[config.mk]
export PLATFORM = sky130hd
export DESIGN_NAME = jitter_buffer_ring_top
export DESIGN_NICKNAME = d
export VERILOG_FILES = /design/src/design/jbr_pkg.sv /design/src/design/jitter_buffer_ring_top.sv
export SDC_FILE = /design/constraint.sdc
export NUM_CORES = 1
export LEC_CHECK = 0
export CAP_MARGIN = 10
export CORE_MARGIN = 3
export CORE_UTILIZATION = 46
export CTS_BUF_LIST = sky130_fd_sc_hd__clkbuf_8 sky130_fd_sc_hd__clkbuf_16
export DETAILED_ROUTE_END_ITERATION = 6
export DONT_BUFFER_PORTS = 1
export RECOVER_POWER = 50
export SYNTH_ARGS = -nofsm -noshare
export SYNTH_HDL_FRONTEND = slang
export SYNTH_SLANG_ARGS = --single-unit
[constraint.sdc]
create_clock -name clk_i -period 5.69 [get_ports clk_i]
set_clock_uncertainty 0.1 [all_clocks]
set_input_delay 1.138 -clock clk_i [delete_from_list [all_inputs] [get_ports clk_i]]
set_output_delay 1.138 -clock clk_i [all_outputs]
set_load 0.02 [all_outputs]
[src/design/jbr_pkg.sv]
// Shared types and constants of the ring jitter buffer.
package jbr_pkg;

  localparam int unsigned Depth     = 16;
  localparam int unsigned PtrW      = $clog2(Depth);
  localparam int unsigned CntW      = $clog2(Depth + 1);
  localparam int unsigned PayloadW  = 64;
  localparam int unsigned LenW      = 16;
  localparam int unsigned LatW      = 5;
  localparam int unsigned FillW     = 5;
  localparam int unsigned CmpW      = (CntW > LatW) ? CntW : LatW;
  localparam logic [LatW-1:0] LatencyReset = LatW'(8);

  typedef enum logic [1:0] {
    FUNC_PUSH    = 2'd0,
    FUNC_PULL    = 2'd1,
    FUNC_RELEASE = 2'd2
  } func_e;

  typedef enum logic [1:0] {
    STATUS_DONE    = 2'd0,
    STATUS_DROPPED = 2'd1,
    STATUS_REFUSED = 2'd2
  } status_e;

  typedef struct packed {
    func_e               func;
    logic [63:0]         payload_in;
    logic [LenW-1:0]     length_in;
  } in_item_t;

  typedef struct packed {
    status_e             status;
    logic [63:0]         payload_out;
    logic [LenW-1:0]     length_out;
    logic                slot_valid;
    logic [FillW-1:0]    fill_level;
    logic                priming;
  } out_item_t;

endpackage

[src/design/jitter_buffer_ring_top.sv]
// Ring jitter buffer with fill hysteresis: slot store, pointers, flags and result register.
//
// Usage:
//   Input channel (in_valid_i / in_ready_o / in_data_i) carries one operation per
//   item: push stores a payload and length, pull peeks at the read slot, release
//   frees the read slot once the buffer is primed.
//   Output channel (out_valid_o / out_ready_i / out_data_o) returns one result item
//   per operation, in order: status, peeked slot contents, fill level, priming flag.
//   Config channel (cfg_valid_i / cfg_ready_o / cfg_data_i) writes latency_level;
//   it is always ready and should only be written while no item is in flight.
// Result: the result appears in the output register in the cycle after acceptance.
// Throughput: one item per cycle unless stalled; the slot array is read at the read
//   pointer, written at one pointer per cycle; the state update closes in that cycle.
// Reset: all slots free, pointers and fill count zero, priming set, overflow clear,
//   latency_level back to 8. No clearing pass is needed; items are taken at once.
// Stall: while a result waits with out_ready_i low, in_ready_o is low and the
//   result holds; the buffer state does not move.
module jitter_buffer_ring_top
  import jbr_pkg::*;
(
  input  logic            clk_i,
  input  logic            rst_ni,
  input  logic            cfg_valid_i,
  output logic            cfg_ready_o,
  input  logic [LatW-1:0] cfg_data_i,
  input  logic            in_valid_i,
  output logic            in_ready_o,
  input  in_item_t        in_data_i,
  output logic            out_valid_o,
  input  logic            out_ready_i,
  output out_item_t       out_data_o
);

  logic [Depth-1:0]    slot_used_q, slot_used_d;
  logic [PayloadW-1:0] slot_payload_q [Depth];
  logic [LenW-1:0]     slot_length_q  [Depth];
  logic [PtrW-1:0]     wr_ptr_q, wr_ptr_d;
  logic [PtrW-1:0]     rd_ptr_q, rd_ptr_d;
  logic [CntW-1:0]     fill_q, fill_d;
  logic                priming_q, priming_d;
  logic                overflow_q, overflow_d;
  logic [LatW-1:0]     latency_q;
  logic                out_valid_q;
  out_item_t           out_q, out_d;
  logic                accept;
  logic                store;

  assign cfg_ready_o = 1'b1;
  assign in_ready_o  = !out_valid_q || out_ready_i;
  assign accept      = in_valid_i && in_ready_o;
  assign out_valid_o = out_valid_q;
  assign out_data_o  = out_q;

  function automatic logic [PtrW-1:0] advance(input logic [PtrW-1:0] p);
    return (p == PtrW'(Depth - 1)) ? '0 : p + 1'b1;
  endfunction

  always_comb begin
    slot_used_d = slot_used_q;
    wr_ptr_d    = wr_ptr_q;
    rd_ptr_d    = rd_ptr_q;
    fill_d      = fill_q;
    priming_d   = priming_q;
    overflow_d  = overflow_q;
    store       = 1'b0;
    out_d       = '0;
    out_d.status = STATUS_DONE;
    unique case (in_data_i.func)
      FUNC_PUSH: begin
        if (!overflow_q && !slot_used_q[wr_ptr_q]) begin
          store                 = 1'b1;
          slot_used_d[wr_ptr_q] = 1'b1;
          wr_ptr_d              = advance(wr_ptr_q);
          fill_d                = fill_q + 1'b1;
          if (CmpW'(fill_d) >= CmpW'(latency_q)) begin
            priming_d = 1'b0;
          end
        end else begin
          overflow_d   = 1'b1;
          out_d.status = STATUS_DROPPED;
        end
      end
      FUNC_PULL: begin
        if (slot_used_q[rd_ptr_q]) begin
          out_d.payload_out = 64'(slot_payload_q[rd_ptr_q]);
          out_d.length_out  = slot_length_q[rd_ptr_q];
          out_d.slot_valid  = 1'b1;
        end
      end
      FUNC_RELEASE: begin
        if (!priming_q && slot_used_q[rd_ptr_q]) begin
          slot_used_d[rd_ptr_q] = 1'b0;
          rd_ptr_d              = advance(rd_ptr_q);
          if (fill_q != '0) begin
            fill_d = fill_q - 1'b1;
          end
          if (fill_d == '0) begin
            priming_d = 1'b1;
          end
          if (CmpW'(fill_d) <= CmpW'(latency_q)) begin
            overflow_d = 1'b0;
          end
        end else begin
          out_d.status = STATUS_REFUSED;
        end
      end
      default: begin
        // unused code: no state change
      end
    endcase
    out_d.fill_level = FillW'(fill_d);
    out_d.priming    = priming_d;
  end

  always_ff @(posedge clk_i or negedge rst_ni) begin
    if (!rst_ni) begin
      slot_used_q <= '0;
      wr_ptr_q    <= '0;
      rd_ptr_q    <= '0;
      fill_q      <= '0;
      priming_q   <= 1'b1;
      overflow_q  <= 1'b0;
      latency_q   <= LatencyReset;
      out_valid_q <= 1'b0;
    end else begin
      if (cfg_valid_i && cfg_ready_o) begin
        latency_q <= cfg_data_i;
      end
      if (accept) begin
        slot_used_q <= slot_used_d;
        wr_ptr_q    <= wr_ptr_d;
        rd_ptr_q    <= rd_ptr_d;
        fill_q      <= fill_d;
        priming_q   <= priming_d;
        overflow_q  <= overflow_d;
        out_valid_q <= 1'b1;
      end else if (out_ready_i) begin
        out_valid_q <= 1'b0;
      end
    end
  end

  // Slot contents and the result need no reset; empty slots read as zero via the used bits.
  always_ff @(posedge clk_i) begin
    if (accept && store) begin
      slot_payload_q[wr_ptr_q] <= PayloadW'(in_data_i.payload_in);
      slot_length_q[wr_ptr_q]  <= in_data_i.length_in;
    end
    if (accept) begin
      out_q <= out_d;
    end
  end

`ifndef SYNTH
  a_fill_matches_used: assert property (@(posedge clk_i) disable iff (!rst_ni)
    $countones(slot_used_q) == 32'(fill_q))
    else $error("fill count differs from number of used slots");

  a_fill_bounded: assert property (@(posedge clk_i) disable iff (!rst_ni)
    32'(fill_q) <= Depth)
    else $error("fill count above depth");

  a_primed_not_empty: assert property (@(posedge clk_i) disable iff (!rst_ni)
    !priming_q |-> fill_q != '0)
    else $error("primed with an empty buffer");

  a_full_ptrs_meet: assert property (@(posedge clk_i) disable iff (!rst_ni)
    (32'(fill_q) == Depth) |-> (wr_ptr_q == rd_ptr_q))
    else $error("full buffer with pointers apart");
`endif

endmodule
# Word level (Yosys, flattened, before mapping)
# Memory sizes are Yosys's and may differ from the RTL's. A register that Yosys moved wholly into a read port is not among the register bits.
# Index checks and enable logic that the tools add are counted.
[op_classes] add_sub_neg=4 order_cmp=6 eq_ne=8 muxes=38 bitwise_logic=3 n_reduce_logical=23
[op_table] cell="16-bit 2-to-1 mux" count=2
[op_table] cell="16-bit case mux with 2 select lines" count=1
[op_table] cell="5-bit 2-to-1 mux" count=5
[op_table] cell="1-bit 2-to-1 mux" count=19
[op_table] cell="16-bit bitwise AND" count=1
[op_table] cell="16-bit inverter" count=1
[op_table] cell="16-bit OR" count=1
[op_table] cell="4-bit by 5-bit less-than comparator with 1-bit output (second input constant)" count=2
[op_table] cell="5-bit case mux with 2 select lines" count=1
[op_table] cell="4-bit by 1-bit adder with 4-bit output (second input constant)" count=2
[op_table] cell="1-bit binary-select mux with 4-bit select" count=2
[op_table] cell="1-bit demux with 4-bit select" count=2
[op_table] cell="4-bit equality test (second input constant)" count=2
[op_table] cell="4-bit by 1-bit greater-or-equal comparator with 1-bit output (second input constant)" count=2
[op_table] cell="4-bit 2-to-1 mux" count=2
[op_table] cell="2-bit inequality test (second input constant)" count=4
[op_table] cell="1-bit logical AND" count=6
[op_table] cell="1-bit logical NOT" count=6
[op_table] cell="3-bit AND reduction" count=2
[op_table] cell="5-bit by 1-bit adder with 5-bit output (second input constant)" count=1
[op_table] cell="5-bit greater-or-equal comparator" count=1
[op_table] cell="5-bit less-or-equal comparator" count=1
[op_table] cell="5-bit logical NOT" count=1
[op_table] cell="5-bit AND reduction" count=1
[op_table] cell="12 further kinds" count=14
[totals] reg_bits=46 ramBits=1280 output_inout_bits=92 elab_cells=96 n_memories=2
[mem_list] memory="slot_payload_q" depth=16 width=64 read_ports=1 rd_ports_with_merged_regs=1 wr=1 line_no="jitter_buffer_ring_top.sv:35" source="logic [PayloadW-1:0] slot_payload_q [Depth];"
[mem_list] memory="slot_length_q" depth=16 width=16 read_ports=1 rd_ports_with_merged_regs=1 wr=1 line_no="jitter_buffer_ring_top.sv:36" source="logic [LenW-1:0] slot_length_q [Depth];"

# Depth between registers and ports, before layout
# Gate-level depths: netlist of the first run.
[logic_depth] depth_word=9 ltp_mapped=12

# Least setup slack after synthesis of the first run
# OpenSTA, ideal clock, no wires.
[synth_timing] path_kind="input to register" from="input port in_data_i[80] (netlist bit)" to="memory slot_length_q[0][0], enable pin" arrival_time_ns=5.468 required_ns=5.069 slack_ns=-0.398 stages=6 n_path_buf=2 cell_sequence="clkbuf_1 > a211o_1 > nor4_4 > buf_6 > nand2_1 > nor2_1"
[synth_via] elab_chain_len=5
[synth_lines] element="from (decl)" line_no="jitter_buffer_ring_top.sv:28" source="input in_item_t in_data_i,"
[synth_lines] element="2-bit logical NOT" line_no="jitter_buffer_ring_top.sv:68" source="unique case (in_data_i.func)"
[synth_lines] element="1-bit 2-to-1 mux" line_no="jitter_buffer_ring_top.sv:68"
[synth_lines] element="1-bit logical AND" line_no="jitter_buffer_ring_top.sv:145" source="if (accept && store) begin"
[synth_lines] element="1-bit 2-to-1 mux" line_no="jitter_buffer_ring_top.sv:145"
[synth_lines] element="1-bit 2-to-1 mux (implied by the code)" line_no="jitter_buffer_ring_top.sv:147" source="slot_length_q[wr_ptr_q] <= in_data_i.length_in;"
[synth_lines] element="to (decl)" line_no="jitter_buffer_ring_top.sv:36"
# No other way between the ends.

# Final worst setup path of the first run
[layout_timing] from="register out_valid_q, in the netlist out_valid_o" to="register rd_ptr_q[1]"
[layout_via] elab_chain_len=4
[layout_lines] element="from (decl)" line_no="jitter_buffer_ring_top.sv:43" source="logic out_valid_q;"
[layout_lines] element="from (signal assigned)" line_no="jitter_buffer_ring_top.sv:124" source="out_valid_q <= 1'b0;"
[layout_lines] element="from (signal assigned)" line_no="jitter_buffer_ring_top.sv:136" source="out_valid_q <= 1'b1;"
[layout_lines] element="from (signal assigned)" line_no="jitter_buffer_ring_top.sv:138" source="out_valid_q <= 1'b0;"
[layout_lines] element="1-bit logical NOT" line_no="jitter_buffer_ring_top.sv:49" source="assign in_ready_o = !out_valid_q || out_ready_i;"
[layout_lines] element="1-bit logical OR" line_no="jitter_buffer_ring_top.sv:49"
[layout_lines] element="net in_ready_o" line_no="jitter_buffer_ring_top.sv:27" source="output logic in_ready_o,"
[layout_lines] element="1-bit logical AND" line_no="jitter_buffer_ring_top.sv:50" source="assign accept = in_valid_i && in_ready_o;"
[layout_lines] element="net accept" line_no="jitter_buffer_ring_top.sv:45" source="logic accept;"
[layout_lines] element="3-bit AND reduction (no line)"
[layout_lines] element="to (signal assigned)" line_no="jitter_buffer_ring_top.sv:132" source="rd_ptr_q <= rd_ptr_d;"
[layout_lines] element="to (decl)" line_no="jitter_buffer_ring_top.sv:38" source="logic [PtrW-1:0] rd_ptr_q, rd_ptr_d;"
# The timed path passes the listed nets, and every way through them passes these cells.
# A chain may end at the register's enable or synchronous reset.

==> impl_metrics.tcl, run 1 <==
set metrics [dict create \
    status "complete, but fails checks" \
    violations "max-capacitance violations, max-slew violations" \
    fmax_ghz 0.2194 \
    min_period_ps 4558 \
    io-pin-count 184 \
    gp_congestion 0.8206 \
    grt-busiest-layer "met2" \
    cts_resized 0 \
    clkSinkCount 1406 \
    grt_pass1_vias 24990 \
    cts_buffers 144 \
    utilization_pct 52.53 \
    cts-root-buf "clkbuf_16" \
    drv_slew 72 \
    relSlewSlack_pct -34.27 \
    wl_per_cell_um 29.03 \
    multiInputGateArea_mm2 0.01127 \
    worst_pin_slew_ps 2003 \
    drc 0 \
    hold_viol 0 \
    layout-drive-gt1-share_pct 28.56 \
    yosys_warnings 0 \
    dr.pass1.iters 5 \
    antenna_cells 0 \
    routed_via_density 5.936 \
    cts.reportedPaths.clkPinSlew_ps 60 \
    p_per_area_mw_per_mm2 343.2 \
    use_met1_pct 27.13 \
    cts_max_path_buffers 3 \
    met2_usage_pct 30.74 \
    end_kind "flop" \
    required_ps 6220 \
    ys_seq_elements 1406 \
    start_kind "flop" \
    grt_max_degree 113 \
    criticalPathCategory "flop to flop" \
    setup_ws_ps 1132 \
    min_path_type "input pin to asynchronous set/reset pin" \
    crit_fanout 35 \
    cts_tree "done" \
    cp_slowest_cell "clkinvlp_2" \
    synth_area_mm2 0.05377 \
    core_mm2 0.1151 \
    postRouteAntennaNets 0 \
    place_hpwl_um 62710 \
    syn_nets 2360 \
    portBuffers 0 \
    cp_num_cells 6 \
    async_flop_share_pct 2.632 \
    endpoint "rd_ptr_q[1]" \
    fillers 8716 \
    reg2reg_from "out_valid_o" \
    die_h_um 347.9 \
    synth_edf_count 1369 \
    synth_cell_type_count 58 \
    holdWs_ps 135.1 \
    design_area_mm2 0.06047 \
    die_w_um 347.9 \
    htree_levels 4 \
    max-cap-violations 2 \
    wirelength_um 115100 \
    grt_overflow 0 \
    grt_first_pass_wirelength_um 171600 \
    drtIter0Drc 1967 \
    leakagePower_nw 18.36 \
    antenna_found_initial 2 \
    period_share_pct 80.10 \
    die_area_mm2 0.1210 \
    ff2ff_path_depth 6 \
    clk_latency_ps 740 \
    fin_cells 3963 \
    vias 23520 \
    num_rows 124 \
    synthCells 2248 \
    r2r_end "rd_ptr_q[1]" \
    initial_utilization_pct 46.70 \
    track_usage_pct 19.38 \
    crit_family "buffers and inverters" \
    use_met3_pct 5.121 \
    ys_seq_area_share_pct 78.19 \
    vdd_ir_drop_max_mv 0.2636 \
    placed_cell_area_mm2 0.05586 \
    nets 2446 \
    crit_start "out_valid_o" \
    syn_to_final_growth_pct 12.47 \
    synth_flop_cell "edfxtp_1" \
    worst-endpoint-arrival_ps 5080 \
    pre_cts_ws_ps 1278 \
    postCtsSetupBuffers 0 \
    r2r_slack_ps 1130 \
    path_cells "nand2b_1 -> nand2_1 -> clkinvlp_2 -> buf_4 -> nand3_1 -> mux2_2" \
    final-seq-area_mm2 0.04205 \
    rsz0062_at_grt "no" \
    syn_area_per_cell_um2 23.92 \
    path_buf_inv 2 \
    finalSetupViolations 0 \
    placed_cells 3699 \
    crit_path_max_incr_delay_ps 1650 \
]
-- flip-flops by register name (all words and copies together) (netlist names) --
signal / count
rd_ptr_q: 4
wr_ptr_q: 4
out_valid_o: 1
out_data_o: 89
slot_payload_q: 1024
slot_length_q: 256
overflow_q: 1
fill_q: 5
latency_q: 5
slot_used_q: 16
priming_q: 1
-- logic make-up after synthesis --
logic type | synth area share, %
adders and majority gates | 0.4654
and+or+nand+nor | 2.059
DFF | 78.19
other | 0.006975
buffers and inverters | 1.029
muxes | 17.19
xor gates and xnor gates | 0.1303
AOI/OAI and AO/OA | 0.9355
-- routing by layer --
metal | vias up | wire length (um)
li1 | 9779 | -
met2 | 806 | 56030
met1 | 12770 | 48640
met3 | 167 | 8286
met4 | 2 | 2095
met5 | - | 13
-- area by class of cell --
type                       count  share of cell area, %
sequential                  1406                  69.54
multi-input combinational    708                  18.63
clock buffer                 146                  6.042
tap                         1512                  3.128
clock inverter               117                  1.579
timing repair buffer          53                 0.9414
inverter                      21                 0.1324
-- worst min path at each step --
stage / start / endpoint / depth (start not counted)
after floorplan: slot_used_q[14] / slot_used_q[14] / 1
after global placement: slot_used_q[2] / slot_used_q[2] / 1
after detailed placement: priming_q / priming_q / 2
after CTS: rst_ni / priming_q / 0
after global routing: rst_ni / priming_q / 0
final: rst_ni / priming_q / 0
-- synth_stat cells (2+ instances only) --
cell / count / area share, %
buf_1: 21 / 0.15
buf_6: 4 / 0.084
o221ai_1: 2 / 0.033
ha_1: 20 / 0.47
and3_1: 7 / 0.081
mux2i_1: 3 / 0.056
buf_2: 13 / 0.12
mux4_2: 406 / 17
nand2b_1: 9 / 0.10
xor2_1: 2 / 0.033
nand2_2: 2 / 0.023
a211o_1: 3 / 0.049
o31ai_1: 2 / 0.028
dfstp_2: 2 / 0.098
nor2b_1: 84 / 0.98
nor2_1: 24 / 0.17
a21oi_1: 6 / 0.056
a21o_1: 8 / 0.11
nand2_1: 30 / 0.21
nand3b_1: 3 / 0.042
nor3_1: 8 / 0.074
or3_1: 2 / 0.023
mux2_2: 6 / 0.13
o22ai_1: 5 / 0.058
a31oi_1: 3 / 0.035
xnor2_1: 6 / 0.098
nand4_1: 3 / 0.035
inv_1: 21 / 0.15
a311o_1: 3 / 0.056
nand3_1: 13 / 0.12
a2bb2oi_1: 12 / 0.20
o21ai_0: 13 / 0.12
a211oi_1: 2 / 0.028
edfxtp_1: 1369 / 76
dfrtp_1: 35 / 1.6
clkbuf_1: 74 / 0.52
-- placed cells by master, fill, tap and decap left out, types with 12 or more instances in the layout --
cell type,n
buf_12,14
a2bb2oi_1,12
inv_1,48
ha_1,20
nor2b_1,84
clkinv_2,29
clkbuf_16,146
nand3_1,13
buf_4,38
dfrtp_1,31
nor2_1,16
clkinv_1,33
mux4_2,406
nand2_1,31
o21ai_0,13
edfxtp_1,1369
-- where the power goes --
part           switching (mW)  internal [mW]
sequential             0.0611           11.4
clock                    3.92           5.17
combinational           0.119         0.0955
total                    4.10           16.7
-- stage by stage --
stage	power, mW	setup TNS [ps]
after global routing	21.43	0
after detailed placement	11.89	0
final	20.76	0
after global placement	11.88	0
after CTS	20.99	0
after floorplan	11.83	-191580
-- repair_timing --
| item | 4_1_cts | 5_1_grt |
|---|---|---|
| hold endpoints to repair | 35 | 0 |
| hold buffers | 1 | 0 |
| setup endpoints to repair | 0 | 0 |
(Power assumes the default switching activity.)
==> run 2, diff against run 1 <==
- clock period: 5.69 -> 3.9 ns (I/O delays scaled with it)
==> impl_metrics.tcl, run 2 (synthesized netlist as in run 1, its figures left out) <==
set metrics [dict create \
    period_share_pct 85.84 \
    syn_to_final_growth_pct 14.66 \
    grt_first_pass_wirelength_um 181600 \
    drtIter0Drc 2252 \
    die_w_um 347.9 \
    layout-drive-gt1-share_pct 27.75 \
    hold_viol 0 \
    relSlewSlack_pct -50.35 \
    vias 24340 \
    antenna_found_initial 6 \
    criticalPathCategory "flop to flop" \
    min_path_type "input pin to flop" \
    crit_fanout 25 \
    nets 2556 \
    die_area_mm2 0.1210 \
    multiInputGateArea_mm2 0.01127 \
    leakagePower_nw 18.86 \
    cts_hold_buf 99 \
    drc 0 \
    layout_common_cells "edfxtp_1, mux4_2, clkbuf_16" \
    postRouteAntennaNets 0 \
    core_mm2 0.1151 \
    track_usage_pct 20.57 \
    worst_pin_slew_ps 2255 \
    htree_levels 4 \
    largest_reg_flops 1024 \
    cts_max_path_buffers 3 \
    fillers 8697 \
    required_ps 4210 \
    top_register "slot_payload_q" \
    grt_overflow 0 \
    status "complete, but fails checks" \
    max-cap-violations 1 \
    die_h_um 347.9 \
    wirelength_um 122300 \
    gp_congestion 0.8123 \
    whs_path_depth 0 \
    dr.pass1.iters 5 \
    final_common_cell "edfxtp_1" \
    vdd_ir_drop_max_mv 0.4219 \
    finalPower_mw 30.31 \
    cts_buffers 142 \
    place_hpwl_um 64260 \
    routed_via_density 5.974 \
    clkSinkCount 1406 \
    violations "max-capacitance violations, max-slew violations" \
    r2r_slack_ps 550 \
    start_kind "flop" \
    ff2ff_path_depth 6 \
    cts.reportedPaths.clkPinSlew_ps 60 \
    finalSetupViolations 0 \
    p_per_area_mw_per_mm2 491.7 \
    io-pin-count 184 \
    cts-root-buf "clkbuf_16" \
    cts_tree "done" \
    drv_slew 38 \
    fmax_ghz 0.2987 \
    cp_slowest_cell "dfrtp_1" \
    initial_utilization_pct 46.70 \
    min_period_ps 3348 \
    path_cells "mux4_2 -> a211o_1 -> nor4_4 -> buf_4 -> and3_4 -> buf_12" \
    wl_per_cell_um 30.01 \
    end_kind "flop" \
    portBuffers 0 \
    rsz0062_at_grt "no" \
    final-seq-area_mm2 0.04205 \
    crit_path_max_incr_delay_ps 620 \
    utilization_pct 53.55 \
    num_rows 124 \
    worst-endpoint-arrival_ps 3660 \
    cts_resized 0 \
    clk_latency_ps 740 \
    grt_max_degree 151 \
    grt_pass1_vias 25550 \
    postCtsSetupBuffers 0 \
]
run 2: cell count changes in the layout (fill, tap and decap cells not counted), moves of 5 or more:
cell / before / now
buf_4: 38 / 33
clkinv_2: 29 / 24
buf_12: 14 / 32
inv_1: 48 / 55
clkinv_1: 33 / 26
dlygate4sd3_1: 0 / 98
inv_6: 3 / 9
run 2: area by class of cell:
class | instances | share of cell area (%)
flip-flops and latches | 1406 | 68.21
multi-input cells | 708 | 18.28
clock buffers | 145 | 5.886
well taps | 1512 | 3.069
repair buffers | 165 | 3.046
clock inverters | 114 | 1.362
inverters | 21 | 0.1299
diodes | 4 | 0.01624
run 2: worst max-delay path, delay by kind of cell (launching register included):
family                 cells  cell delay [ps]
buffers and inverters      2              560
and+or+nand+nor            2              730
DFF                        1              620
muxes                      1              590
AOI/OAI and AO/OA          1              360
run 2: through the flow:
step / setup slack (ps) / instances / instance area (um^2) / hold slack, ps / TNS [ps]
floorplan: -652.5 / 2248 / 53830 / 360.9 / -314110
global placement: 624.6 / 3713 / 56220 / 385.4 / 0
detailed placement: 578.7 / 3713 / 56220 / 385.3 / 0
CTS: 544.7 / 4071 / 61680 / 0.1431 / 0
global route: 393.3 / 4072 / 61640 / 10.93 / 0
finish: 552.3 / 4075 / 61650 / 54.35 / 0
run 2: metal layers:
metal  track usage (%)  wire (um)  share of wire, %  vias to the layer above
met2             32.35      58820                48                      809
met4             4.655       1964               1.6                        6
li1                  -          -                 -                     9986
met5                 0         41             0.034                        -
met3             3.861       7443               6.1                      158
met1             30.39      54010                44                    13390
run 2: path summary, 6_finish.rpt:
kind	endpoint	startpoint
worst max register to register	slot_payload_q[8][37]	wr_ptr_q[0]
worst min-delay path	slot_length_q[8][2]	in_data_i[2]
max in group asynchronous	rd_ptr_q[2]	rst_ni
worst max-delay path	slot_payload_q[8][37]	wr_ptr_q[0]
min in group asynchronous	latency_q[4]	rst_ni
worst min register to register	priming_q	priming_q
run 2: where the power goes:
group          switching [mW]  internal (mW)  leakage (nW)  total [mW]
Clock                    5.64           7.39          2.33        13.0
Combinational           0.365          0.207          3.69       0.572
Sequential             0.0875           16.6          12.8        16.7
==> run 3, diff against run 2 <==
==> constraint.sdc (replaced) <==
create_clock -name clk_i -period 3.9 [get_ports clk_i]
set_clock_uncertainty 0.1 [all_clocks]
set_input_delay 0 -clock clk_i [delete_from_list [all_inputs] [get_ports clk_i]]
set_output_delay 0 -clock clk_i [all_outputs]
set_load 0.02 [all_outputs]
==> impl_metrics.tcl, run 3 (synthesized netlist as in run 1, its figures left out) <==
set metrics [dict create \
    cts.reportedPaths.clkPinSlew_ps 60 \
    period_share_pct 93.14 \
    vdd_ir_drop_max_mv 0.3904 \
    syn_to_final_growth_pct 15.52 \
    track_usage_pct 19.65 \
    reg2reg_from "fill_q[0]" \
    crit_fanout 8 \
    postCtsSetupBuffers 0 \
    holdWs_ps 73.76 \
    worst-endpoint-arrival_ps 4150 \
    cts_buffers 146 \
    layout_common_cells "edfxtp_1, mux4_2, clkbuf_16" \
    setup_ws_ps 267.7 \
    placed_cell_area_mm2 0.05654 \
    drc 0 \
    rsz0062_at_grt "no" \
    grt_max_degree 132 \
    cts_tree "done" \
    finalSetupViolations 0 \
    criticalPathCategory "flop to flop" \
    pre_cts_ws_ps 623.8 \
    violations "max-capacitance violations, max-slew violations" \
    portBuffers 0 \
    cts-root-buf "clkbuf_16" \
    die_area_mm2 0.1210 \
    htree_levels 4 \
    design_area_mm2 0.06211 \
    antenna_found_initial 12 \
    grt_pass1_vias 25590 \
    worst_pin_slew_ps 2305 \
    dr.pass1.iters 7 \
    relSlewSlack_pct -53.65 \
    wirelength_um 116600 \
    end_kind "flop" \
    crit_start "fill_q[0]" \
    grt_overflow 0 \
    r2r_slack_ps 270 \
    leakagePower_nw 19.02 \
    top_register "slot_payload_q" \
    nets 2578 \
    vias 24040 \
    clk_latency_ps 750 \
    io-pin-count 184 \
    endpoint "overflow_q" \
    status "complete, but fails checks" \
    setup_tns_ps 0 \
    start_kind "flop" \
    r2r_end "overflow_q" \
    drtIter0Drc 2559 \
    path_common_cell "ha_1" \
    placed_cells 3728 \
    num_rows 124 \
    clkSinkCount 1406 \
    cp_slowest_cell "or4b_2" \
    layout-drive-gt1-share_pct 27.86 \
    final_common_cell "edfxtp_1" \
    fin_cells 4103 \
    drv_slew 61 \
    min_path_type "input pin to flop" \
    path_cells "inv_1 -> ha_1 -> or4b_2 -> nand2_1 -> a21boi_1 -> ha_1 -> a21o_1 -> a21oi_1 -> o21ai_0 -> a31oi_1 -> o22ai_1 -> dlygate4sd3_1" \
    hold_viol 0 \
    min_period_ps 3632 \
    p_per_area_mw_per_mm2 489.7 \
    postRouteAntennaNets 0 \
    die_h_um 347.9 \
    grt_first_pass_wirelength_um 175000 \
    crit_path_max_incr_delay_ps 690 \
    max-cap-violations 2 \
    cts_max_path_buffers 3 \
    gp_congestion 0.8121 \
    initial_utilization_pct 46.70 \
    required_ps 4420 \
    core_mm2 0.1151 \
    fillers 8584 \
    wl_per_cell_um 28.41 \
    routed_via_density 5.860 \
    largest_reg_flops 1024 \
    fmax_ghz 0.2753 \
    die_w_um 347.9 \
    place_hpwl_um 65530 \
    ff2ff_path_depth 12 \
]
==> run 3: changes by cell type in the layout (fill, tap and decap cells not counted), moves of 3 or more <==
| cell | previous run | this run |
|---|---|---|
| buf_12 | 32 | 51 |
| clkbuf_16 | 145 | 151 |
| diode_2 | 4 | 7 |
| clkinv_1 | 26 | 36 |
| clkinv_2 | 24 | 18 |
| buf_4 | 33 | 28 |
==> run 3: how the worst min path moves through the flow <==
stage,cells past startpoint,from,end
after floorplan,0,rst_ni,fill_q[0]
after global placement,0,rst_ni,out_valid_o
after detailed placement,0,rst_ni,out_valid_o
after CTS,2,cfg_valid_i,latency_q[1]
after global routing,2,cfg_valid_i,latency_q[1]
final,2,cfg_valid_i,latency_q[1]
==> run 3: routing by layer <==
| layer | track usage [%] | wire length, um | vias to the layer above |
|---|---|---|---|
| li1 | - | - | 10050 |
| met1 | 28.85 | 51630 | 13070 |
| met2 | 30.59 | 55990 | 761 |
| met3 | 4.170 | 7100 | 153 |
| met4 | 4.716 | 1776 | 12 |
| met5 | 0 | 67 | - |
==> run 3: worst max-delay path: cells and delay by family, from the launching register on <==
kind	cells	cell delay [ps]
adders and majority gates	2	490
DFF	1	490
buffers and inverters	2	730
and+or+nand+nor	2	830
AOI/OAI and AO/OA	6	870
==> run 3: area by class of cell <==
class	count	area [um^2]	share of cell area [%]
repair buffers	183	2255	3.630
clock inverters	115	765.7	1.233
clock buffers	151	3779	6.084
inverters	21	80.08	0.1289
well taps	1512	1892	3.046
diodes	7	17.52	0.02820
flip-flops and latches	1406	42050	67.71
multi-input cells	708	11270	18.14
==> run 3: where the power goes <==
part	internal, mW	switching [mW]	total [mW]	leakage [nW]
Clock	7.49	5.62	13.1	2.36
Sequential	16.6	0.0901	16.7	12.8
Combinational	0.216	0.384	0.600	3.83
==> run 3: repair_timing <==
item                                    4_1_cts  5_1_grt
hold buffers                                102        0
resized for setup                             0        1
endpoints found under the setup margin        0        1
endpoints found under the hold margin      1463        0
==> run 3: per-stage QoR <==
stage / power [mW] / utilization, %
2_1_floorplan: 17.25 / -
5_1_grt: 31.46 / 53.94
3_5_place_dp: 17.36 / 49.12
4_1_cts: 30.76 / 53.97
3_3_place_gp: 17.36 / 49.12
6_report: 30.42 / 53.95
